===== src/salc_pkg.sv =====
// Shared types, constants and default parameter values for the set-associative LRU cache model.
package salc_pkg;

    localparam int WAYS_DEF         = 4;
    localparam int MAX_SET_BITS_DEF = 6;
    localparam int AGE_WIDTH_DEF    = 16;

    localparam int ADDR_W     = 64;
    localparam int TAG_W      = 64;
    localparam int TOTAL_W    = 32;
    localparam int APB_DATA_W = 32;
    localparam int APB_ADDR_W = 3;
    localparam int SHIFT_W    = 7;

    typedef logic [1:0] t_func;

    localparam t_func FUNC_LOAD   = 2'd0;
    localparam t_func FUNC_STORE  = 2'd1;
    localparam t_func FUNC_MODIFY = 2'd2;
    localparam t_func FUNC_NONE   = 2'd3;

    // Register index, taken from the word address bit of paddr.
    localparam logic REG_SET_BITS   = 1'b0;
    localparam logic REG_BLOCK_BITS = 1'b1;

    localparam logic [2:0] SET_BITS_RESET   = 3'd4;
    localparam logic [5:0] BLOCK_BITS_RESET = 6'd4;

    typedef struct packed {
        logic [2:0] set_bits;
        logic [5:0] block_bits;
    } t_cfg;

    typedef struct packed {
        logic hit;
        logic miss;
        logic evict;
    } t_lookup;

endpackage


===== src/salc_lookup.sv =====
// Tag compare, LRU aging and victim choice for one set row.
module salc_lookup #(
    parameter int WAYS      = 4,
    parameter int AGE_WIDTH = 16
) (
    input  logic [WAYS*(salc_pkg::TAG_W+AGE_WIDTH)-1:0] i_row,
    input  logic [WAYS-1:0]                             i_valid,
    input  logic [salc_pkg::TAG_W-1:0]                  i_tag,
    output logic [WAYS*(salc_pkg::TAG_W+AGE_WIDTH)-1:0] o_row,
    output logic [WAYS-1:0]                             o_valid,
    output salc_pkg::t_lookup                           o_flags
);
    import salc_pkg::*;

    localparam int LINE_W = TAG_W + AGE_WIDTH;
    localparam int WAY_IW = (WAYS > 1) ? $clog2(WAYS) : 1;

    logic [AGE_WIDTH-1:0] ages [WAYS];
    logic [TAG_W-1:0]     tags [WAYS];
    logic [AGE_WIDTH-1:0] best;
    logic [WAY_IW-1:0]    free_way;
    logic [WAY_IW-1:0]    victim;
    logic                 hit;
    logic                 have_free;

    always_comb begin
        hit       = 1'b0;
        have_free = 1'b0;
        free_way  = '0;
        victim    = '0;
        best      = '0;
        // Matching way goes young, the other valid ways age by one.
        for (int i = 0; i < WAYS; i++) begin
            tags[i] = i_row[i*LINE_W+AGE_WIDTH +: TAG_W];
            ages[i] = i_row[i*LINE_W +: AGE_WIDTH];
            if (i_valid[i] && (tags[i] == i_tag)) begin
                hit     = 1'b1;
                ages[i] = '0;
            end else if (i_valid[i]) begin
                if (ages[i] != {AGE_WIDTH{1'b1}}) begin
                    ages[i] = ages[i] + 1'b1;
                end
            end else begin
                have_free = 1'b1;
                free_way  = WAY_IW'(i);
            end
        end
        // A free way is taken first (the highest free one); else the oldest way wins and a tie goes to the higher way.
        if (have_free) begin
            victim = free_way;
        end else begin
            for (int i = 0; i < WAYS; i++) begin
                if (ages[i] >= best) begin
                    best   = ages[i];
                    victim = WAY_IW'(i);
                end
            end
        end
        o_valid = i_valid;
        if (!hit) begin
            tags[victim]    = i_tag;
            ages[victim]    = '0;
            o_valid[victim] = 1'b1;
        end
        for (int i = 0; i < WAYS; i++) begin
            o_row[i*LINE_W +: LINE_W] = {tags[i], ages[i]};
        end
        o_flags.hit   = hit;
        o_flags.miss  = !hit;
        o_flags.evict = !hit && !have_free;
    end

endmodule


===== config.mk =====
export PLATFORM = sky130hd
export DESIGN_NAME = salc_lookup
export DESIGN_NICKNAME = d
export VERILOG_FILES = /design/src/salc_pkg.sv /design/src/salc_lookup.sv
export SDC_FILE = /design/constraint.sdc
export NUM_CORES = 1
export LEC_CHECK = 0
export BUFFER_PORTS_ARGS = -buffer_cell sky130_fd_sc_hd__buf_2
export CAP_MARGIN = 10
export CORE_AREA = 4 4 272 274
export DETAILED_ROUTE_END_ITERATION = 10
export DIE_AREA = 0 0 276 278
export PLACE_DENSITY = 0.44
export SKIP_LAST_GASP = 1
export SLEW_MARGIN = 40
export SYNTH_ARGS = -nofsm -noshare
export SYNTH_HDL_FRONTEND = slang
export SYNTH_SLANG_ARGS = --single-unit

===== constraint.sdc =====
create_clock -name vclk -period 27.6
set_input_delay 5.52 -clock vclk [all_inputs]
set_output_delay 5.52 -clock vclk [all_outputs]
set_load 0.05 [all_outputs]

==> results.json, run 1 <==
{
  "wl_per_cell_um": 30.7,
  "drv_cap": 0,
  "ctsHoldBuffers": 0,
  "seq_cell_count": 0,
  "criticalPathCategory": "in2out",
  "yosysTopAreaCell": "mux2_2",
  "rsz0062_at_grt": "no",
  "power.switching_mw": 0.333,
  "tightestPinTransition_ps": 866,
  "swShare": 0.719,
  "cp-end-kind": "output pin",
  "period_needed_ps": 21270,
  "cp.required_ps": 22080,
  "yosys.cell_count.top_type": "mux2_2",
  "dieArea_mm2": 0.0767,
  "critPathArrivalTime_ps": 15750,
  "viasPerCell": 4.54,
  "die_w_um": 276,
  "syn_inst": 1338,
  "power.total_mw": 0.463,
  "grt_max_degree": 66,
  "nClkBuffers": 0,
  "worst_slack_ps": 6330,
  "p_int_mw": 0.130,
  "synth_top_area_share": 0.154,
  "ant_nets": 0,
  "wirelength_um": 89800,
  "slew_violations": 0,
  "slew_headroom": 0.418,
  "power.density_mw_per_mm2": 31.8,
  "route.detailed.drc": 0,
  "grt_overflow": 0,
  "avgSynthCellArea_um2": 7.61,
  "synthToLayoutAreaGrowth_pct": 42.8,
  "yosysWarningCount": 0,
  "outcome": "finished, final reports clean",
  "grt_pass1_wl_um": 117000,
  "use_met3": 0.0401,
  "first_iter_violations": 789,
  "post_cts_buffers": 0,
  "setup_tns_ps": 0,
  "dp_hpwl_um": 79100,
  "worst-path-stages": 33,
  "p_clk_frac": 0,
  "slowest_delay_ps": 740,
  "vias": 13300,
  "holdPathStages": 4,
  "use_met2": 0.401,
  "row_count": 98,
  "peakVddDrop_uv": 24.2,
  "min_path_type": "in2out",
  "top_usage_layer": "met2",
  "finalCritPeriodShare": 0.771,
  "track_usage": 0.218,
  "syn_nets": 1778,
  "dr.pass1.iters": 8,
  "initial_core_util": 0.143,
  "drive_gt1_frac": 0.460,
  "path_delay_family": "compound AO/OA/AOI/OAI gates",
  "fmax_mhz": 47.0,
  "hold_viol": 0,
  "post_cts_resized": 0,
  "antenna_found_initial": 30,
  "cpMaxStageDelayCell": "nor4_1",
  "register_area_um2": 0,
  "setup_viol": 0,
  "crit_path_max_fanout": 45,
  "core_mm2": 0.0714,
  "die_h_um": 278,
  "io_buffers": 715,
  "yosysSeqAreaShare": 0,
  "grt_use_met1": 0.249,
  "synth_cell_types": 59,
  "grt_pass1_vias": 13500,
  "io_pins": 715,
  "cp_num_buf_inv": 6,
  "num-nets-final": 2406,
  "place_ws_ps": 6250,
  "gp_congestion": 0.910,
  "synth_area_leaders": "mux2_2 15%, mux2_1 11%, xnor2_1 11%",
  "start_kind": "input pin",
  "syn_area_mm2": 0.0102,
  "total_leakage_power_nw": 6.84,
  "netlist_top_cells_count": "139 x mux2_2, 132 x xnor2_1, 125 x xor2_1",
  "p_comb_frac": 1.000,
  "p_seq_frac": 0
}
==> power groups by stage <==
stage                        clock (mW)  sequential [mW]  combinational, mW
final                      0.0000000206                0              0.463
after global placement                0                0              0.465
after floorplan                       0                0              0.308
after detailed placement              0                0              0.465
after global routing      0.00000000486                0              0.485
after CTS                             0                0              0.466
==> kinds of logic after synthesis <==
family,share of synthesized area
xor+xnor,0.221
compound gates,0.0954
simple gates,0.213
buf+inv,0.103
fa+ha+maj,0.0639
mux,0.303
==> placed cells by master (no fill, tap or decap), types with 14 or more instances in the layout <==
cell,synthesis,layout
a21oi_1,28,28
nand4_1,57,57
ha_1,52,52
mux2i_1,36,36
nor4_1,41,39
buf_4,16,22
o21ai_0,21,21
xnor2_1,132,131
buf_2,59,715
a31oi_1,24,24
o22ai_1,20,20
inv_1,95,95
nand2b_1,24,24
nand3_1,39,39
and2_1,41,41
mux2_2,139,139
nand2_1,46,46
mux2_1,103,103
nor2_1,80,80
xor2_1,125,125
nor3_1,14,14
==> area by class of cell <==
| class | count | area, um2 |
|---|---|---|
| Antenna cell | 8 | 20.0 |
| Fill cell | 8300 | 56800 |
| Inverter | 96 | 363 |
| Multi-Input combinational cell | 1128 | 9190 |
| Tap cell | 950 | 1190 |
| Timing Repair Buffer | 740 | 3780 |
==> metal layers <==
layer  up-vias  part of all wire  wire [um]
met5         -           0.00095         85
met4        12             0.048       4320
met3       149             0.066       5930
met2       732              0.50      45000
met1      6371              0.38      34400
li1       6001                 -          -
==> tightest hold or removal path: stages <==
cell	delay, ps
buf_2	100
inv_1	60
mux2i_1	60
buf_2	210
==> worst paths after layout <==
check / startpoint / end
max: i_tag[8] / o_row[97]
min: i_row[312] / o_row[312]
==> metrics by stage <==
stage / hold WS, ps / utilization / instances / cell area [um2]
global route: 11500 / 0.203 / 2915 / 14500
floorplan: 11340 / - / 1338 / 10200
detailed placement: 11480 / 0.203 / 2914 / 14500
CTS: 11480 / 0.203 / 2914 / 14500
global placement: 11480 / 0.203 / 2914 / 14500
finish: 11480 / 0.204 / 2922 / 14500
No activity file was read; power rests on OpenSTA's default activity.
==> run 2, diff against run 1 <==
--- a/config.mk
+++ b/config.mk
@@ -7,9 +7,9 @@
 export LEC_CHECK = 0
 export BUFFER_PORTS_ARGS = -buffer_cell sky130_fd_sc_hd__buf_2
 export CAP_MARGIN = 10
-export CORE_AREA = 4 4 272 274
+export CORE_AREA = 4 4 277 279
 export DETAILED_ROUTE_END_ITERATION = 10
-export DIE_AREA = 0 0 276 278
+export DIE_AREA = 0 0 281 283
 export PLACE_DENSITY = 0.44
 export SKIP_LAST_GASP = 1
 export SLEW_MARGIN = 40
==> constraint.sdc (replaced) <==
create_clock -name vclk -period 17.9
set_input_delay 3.58 -clock vclk [all_inputs]
set_output_delay 3.58 -clock vclk [all_outputs]
set_load 0.05 [all_outputs]
==> run 2 against run 1 <==
Net effect: clock-buffer cell count did not move; combinational power grew 57%; first-iteration DRC count is 9.0% higher.
==> results.json, run 2 (synthesis results as in run 1) <==
{
  "slowest_delay_ps": 830,
  "peakVddDrop_uv": 34.7,
  "wirelength_um": 93700,
  "dieArea_mm2": 0.0795,
  "final_common_cell": "buf_2",
  "viasPerCell": 4.51,
  "dp_cells": 2939,
  "power.density_mw_per_mm2": 49.7,
  "synthToLayoutAreaGrowth_pct": 44.0,
  "tightestPinTransition_ps": 961,
  "slew_violations": 0,
  "die_w_um": 281,
  "crit_path_max_fanout": 33,
  "swShare": 0.721,
  "finalCritPeriodShare": 0.963,
  "grt_pass1_wl_um": 121000,
  "outcome": "finished, final reports clean",
  "period_needed_ps": 17230,
  "vias": 13300,
  "grt_pass1_vias": 13300,
  "post_cts_buffers": 0,
  "dp_hpwl_um": 84000,
  "seq_cell_count": 0,
  "gp_congestion": 0.948,
  "first_iter_violations": 860,
  "drv_cap": 0,
  "fmax_mhz": 58.0,
  "min_path_type": "in2out",
  "row_count": 100,
  "grt_max_degree": 36,
  "grt_overflow": 0,
  "track_usage": 0.221,
  "ctsHoldBuffers": 0,
  "nClkBuffers": 0,
  "criticalPathCategory": "in2out",
  "start_kind": "input pin",
  "core_mm2": 0.0742,
  "register_area_um2": 0,
  "antenna_found_initial": 26,
  "drive_gt1_frac": 0.461,
  "final_cell_mix": "713 x buf_2, 139 x mux2_2, 132 x xnor2_1",
  "cpMaxStageDelayCell": "a2111oi_0",
  "fin_cells": 2949,
  "ant_nets": 0,
  "io_buffers": 715,
  "route.detailed.drc": 0,
  "p_int_mw": 0.203,
  "hold_viol": 0,
  "p_seq_frac": 0,
  "critPathArrivalTime_ps": 13650,
  "rsz0062_at_grt": "no",
  "p_comb_frac": 1.000,
  "cp.required_ps": 14320,
  "cp-end-kind": "output pin",
  "num-nets-final": 2412,
  "total_leakage_power_nw": 6.88,
  "p_clk_frac": 0,
  "die_h_um": 283,
  "slew_headroom": 0.354,
  "dr.pass1.iters": 5,
  "io_pins": 715,
  "power.switching_mw": 0.525,
  "setup_tns_ps": 0,
  "wl_per_cell_um": 31.8,
  "post_cts_resized": 0,
  "setup_viol": 0,
  "initial_core_util": 0.137
}
[run 2: cell count changes in the layout (fill, tap and decap cells not counted), sizes merged]
cell,before,now
diode,8,10
buf,740,746
[run 2: power by group through the flow]
stage	Sequential, mW	Clock (mW)	Combinational, mW
after floorplan	0	0	0.474
after global placement	0	0	0.734
after detailed placement	0	0	0.731
after CTS	0	0	0.733
after global routing	0	0.00000000750	0.762
final	0	0.0000000273	0.728
[run 2: routing by layer]
layer	GRT usage	up-vias	wire, um
li1	-	6015	-
met1	0.263	6433	37400
met2	0.400	699	46200
met3	0.0433	122	6430
met4	0.0651	20	3600
met5	0	-	120
[run 2: final timing paths]
kind / endpoint / cells past startpoint / startpoint
worst min-delay path: o_row[312] / 4 / i_row[312]
worst max-delay path: o_row[99] / 36 / i_tag[54]
[run 2: stage by stage]
step / total power, mW / instance area, um2 / setup WS [ps] / utilization / hold WS (ps)
floorplan: 0.474 / 10200 / 2740 / - / 7460
global placement: 0.734 / 14600 / 560 / 0.197 / 7600
detailed placement: 0.731 / 14600 / 448 / 0.197 / 7600
CTS: 0.733 / 14600 / 399 / 0.197 / 7600
global route: 0.762 / 14600 / 96.7 / 0.197 / 7630
finish: 0.728 / 14700 / 671 / 0.198 / 7590
[run 2: area by class of cell]
| type | instances | area [um2] |
|---|---|---|
| Fill cell | 8626 | 59500 |
| Multi-Input combinational cell | 1128 | 9190 |
| Timing Repair Buffer | 746 | 3880 |
| Tap cell | 969 | 1210 |
| Inverter | 96 | 363 |
| Antenna cell | 10 | 25.0 |
[run 2: worst max-delay path, delay by kind of cell]
kind | cells | cell delay (ps)
xor+xnor | 1 | 510
fa+ha+maj | 3 | 900
simple gates | 8 | 2250
mux | 2 | 740
compound gates | 14 | 3730
buf+inv | 8 | 1860
==> run 3, diff against run 2 <==
--- a/config.mk
+++ b/config.mk
@@ -5,7 +5,7 @@
 export SDC_FILE = /design/constraint.sdc
 export NUM_CORES = 1
 export LEC_CHECK = 0
-export BUFFER_PORTS_ARGS = -buffer_cell sky130_fd_sc_hd__buf_2
+export BUFFER_PORTS_ARGS = -buffer_cell sky130_fd_sc_hd__buf_4
 export CAP_MARGIN = 10
 export CORE_AREA = 4 4 277 279
 export DETAILED_ROUTE_END_ITERATION = 10
==> run 3 against run 2 <==
Net effect: final cell count fell by 0.31%; hold slack worse by 39 ps; non-clock buffer count fell by 3; design area increased by 12%; largest cell class unchanged.
==> results.json, run 3 (synthesis results as in run 1) <==
{
  "worst-path-stages": 37,
  "rsz0062_at_grt": "no",
  "track_usage": 0.227,
  "setup_viol": 0,
  "gp_congestion": 0.940,
  "multi_input_area_mm2": 0.00917,
  "path_delay_family": "compound AO/OA/AOI/OAI gates",
  "row_count": 100,
  "final_cell_mix": "738 x buf_4, 139 x mux2_2, 132 x xnor2_1",
  "io_buffers": 715,
  "nClkBuffers": 0,
  "num-nets-final": 2409,
  "cp.required_ps": 14320,
  "grt_overflow": 0,
  "io_pins": 715,
  "drv_cap": 0,
  "die_w_um": 281,
  "die_h_um": 283,
  "tightestPinTransition_ps": 820,
  "dp_hpwl_um": 84800,
  "crit_top_cell": "buf_4",
  "dr.pass1.iters": 4,
  "synthToLayoutAreaGrowth_pct": 61.1,
  "wl_per_cell_um": 32.5,
  "cp_num_buf_inv": 9,
  "grt_pass1_wl_um": 125000,
  "route.detailed.drc": 0,
  "slew_violations": 0,
  "ant_nets": 0,
  "fill_cells": 8409,
  "first_iter_violations": 732,
  "start_kind": "input pin",
  "drive_gt1_frac": 0.460,
  "criticalPathCategory": "in2out",
  "fmax_mhz": 59.0,
  "register_area_um2": 0,
  "viasPerCell": 4.50,
  "post_cts_resized": 0,
  "slew_headroom": 0.451,
  "setup_tns_ps": 0,
  "seq_cell_count": 0,
  "initial_core_util": 0.137,
  "crit_path_max_fanout": 44,
  "cpMaxStageDelayCell": "nor4_1",
  "cp-end-kind": "output pin",
  "period_needed_ps": 16950,
  "holdPathStages": 3,
  "antenna_found_initial": 9,
  "grt_max_degree": 54,
  "critPathArrivalTime_ps": 13370,
  "wirelength_um": 95500,
  "final_common_cell": "buf_4",
  "slowest_delay_ps": 680,
  "grt_pass1_vias": 14100,
  "vias": 13200,
  "hold_viol": 0,
  "dieArea_mm2": 0.0795,
  "finalCritPeriodShare": 0.947,
  "core_mm2": 0.0742,
  "ctsHoldBuffers": 0,
  "post_cts_buffers": 0,
  "outcome": "finished, final reports clean",
  "min_path_type": "in2out"
}
## run 3: path summary, 6_finish.rpt
path | from | to | slack (ps)
worst min-delay path | i_row[273] | o_row[273] | 7560
worst max-delay path | i_tag[8] | o_row[121] | 950
## run 3: metrics by stage
| step | utilization | area (um2) | hold slack (ps) | instances | worst slack [ps] |
|---|---|---|---|---|---|
| 6_report | 0.221 | 16400 | 7560 | 2940 | 955 |
| 5_1_grt | 0.221 | 16400 | 7570 | 2938 | 463 |
| 4_1_cts | 0.221 | 16400 | 7560 | 2936 | 984 |
| 3_5_place_dp | 0.221 | 16400 | 7550 | 2936 | 1030 |
| 3_3_place_gp | 0.221 | 16400 | 7560 | 2936 | 942 |
| 2_1_floorplan | - | 10200 | 7460 | 1338 | 2740 |
## run 3: final cells by class
cell class         count  share of cell area
multi-input cells   1128               0.559
well taps            969              0.0739
inverters             96              0.0221
diodes                 4            0.000610
repair buffers       743               0.344
## run 3: layer usage
layer | wire (um) | part of all wire | GRT usage
met5 | 45 | 0.00047 | 0
met4 | 4100 | 0.043 | 0.0767
met3 | 6920 | 0.073 | 0.0512
met2 | 47100 | 0.49 | 0.407
met1 | 37300 | 0.39 | 0.263
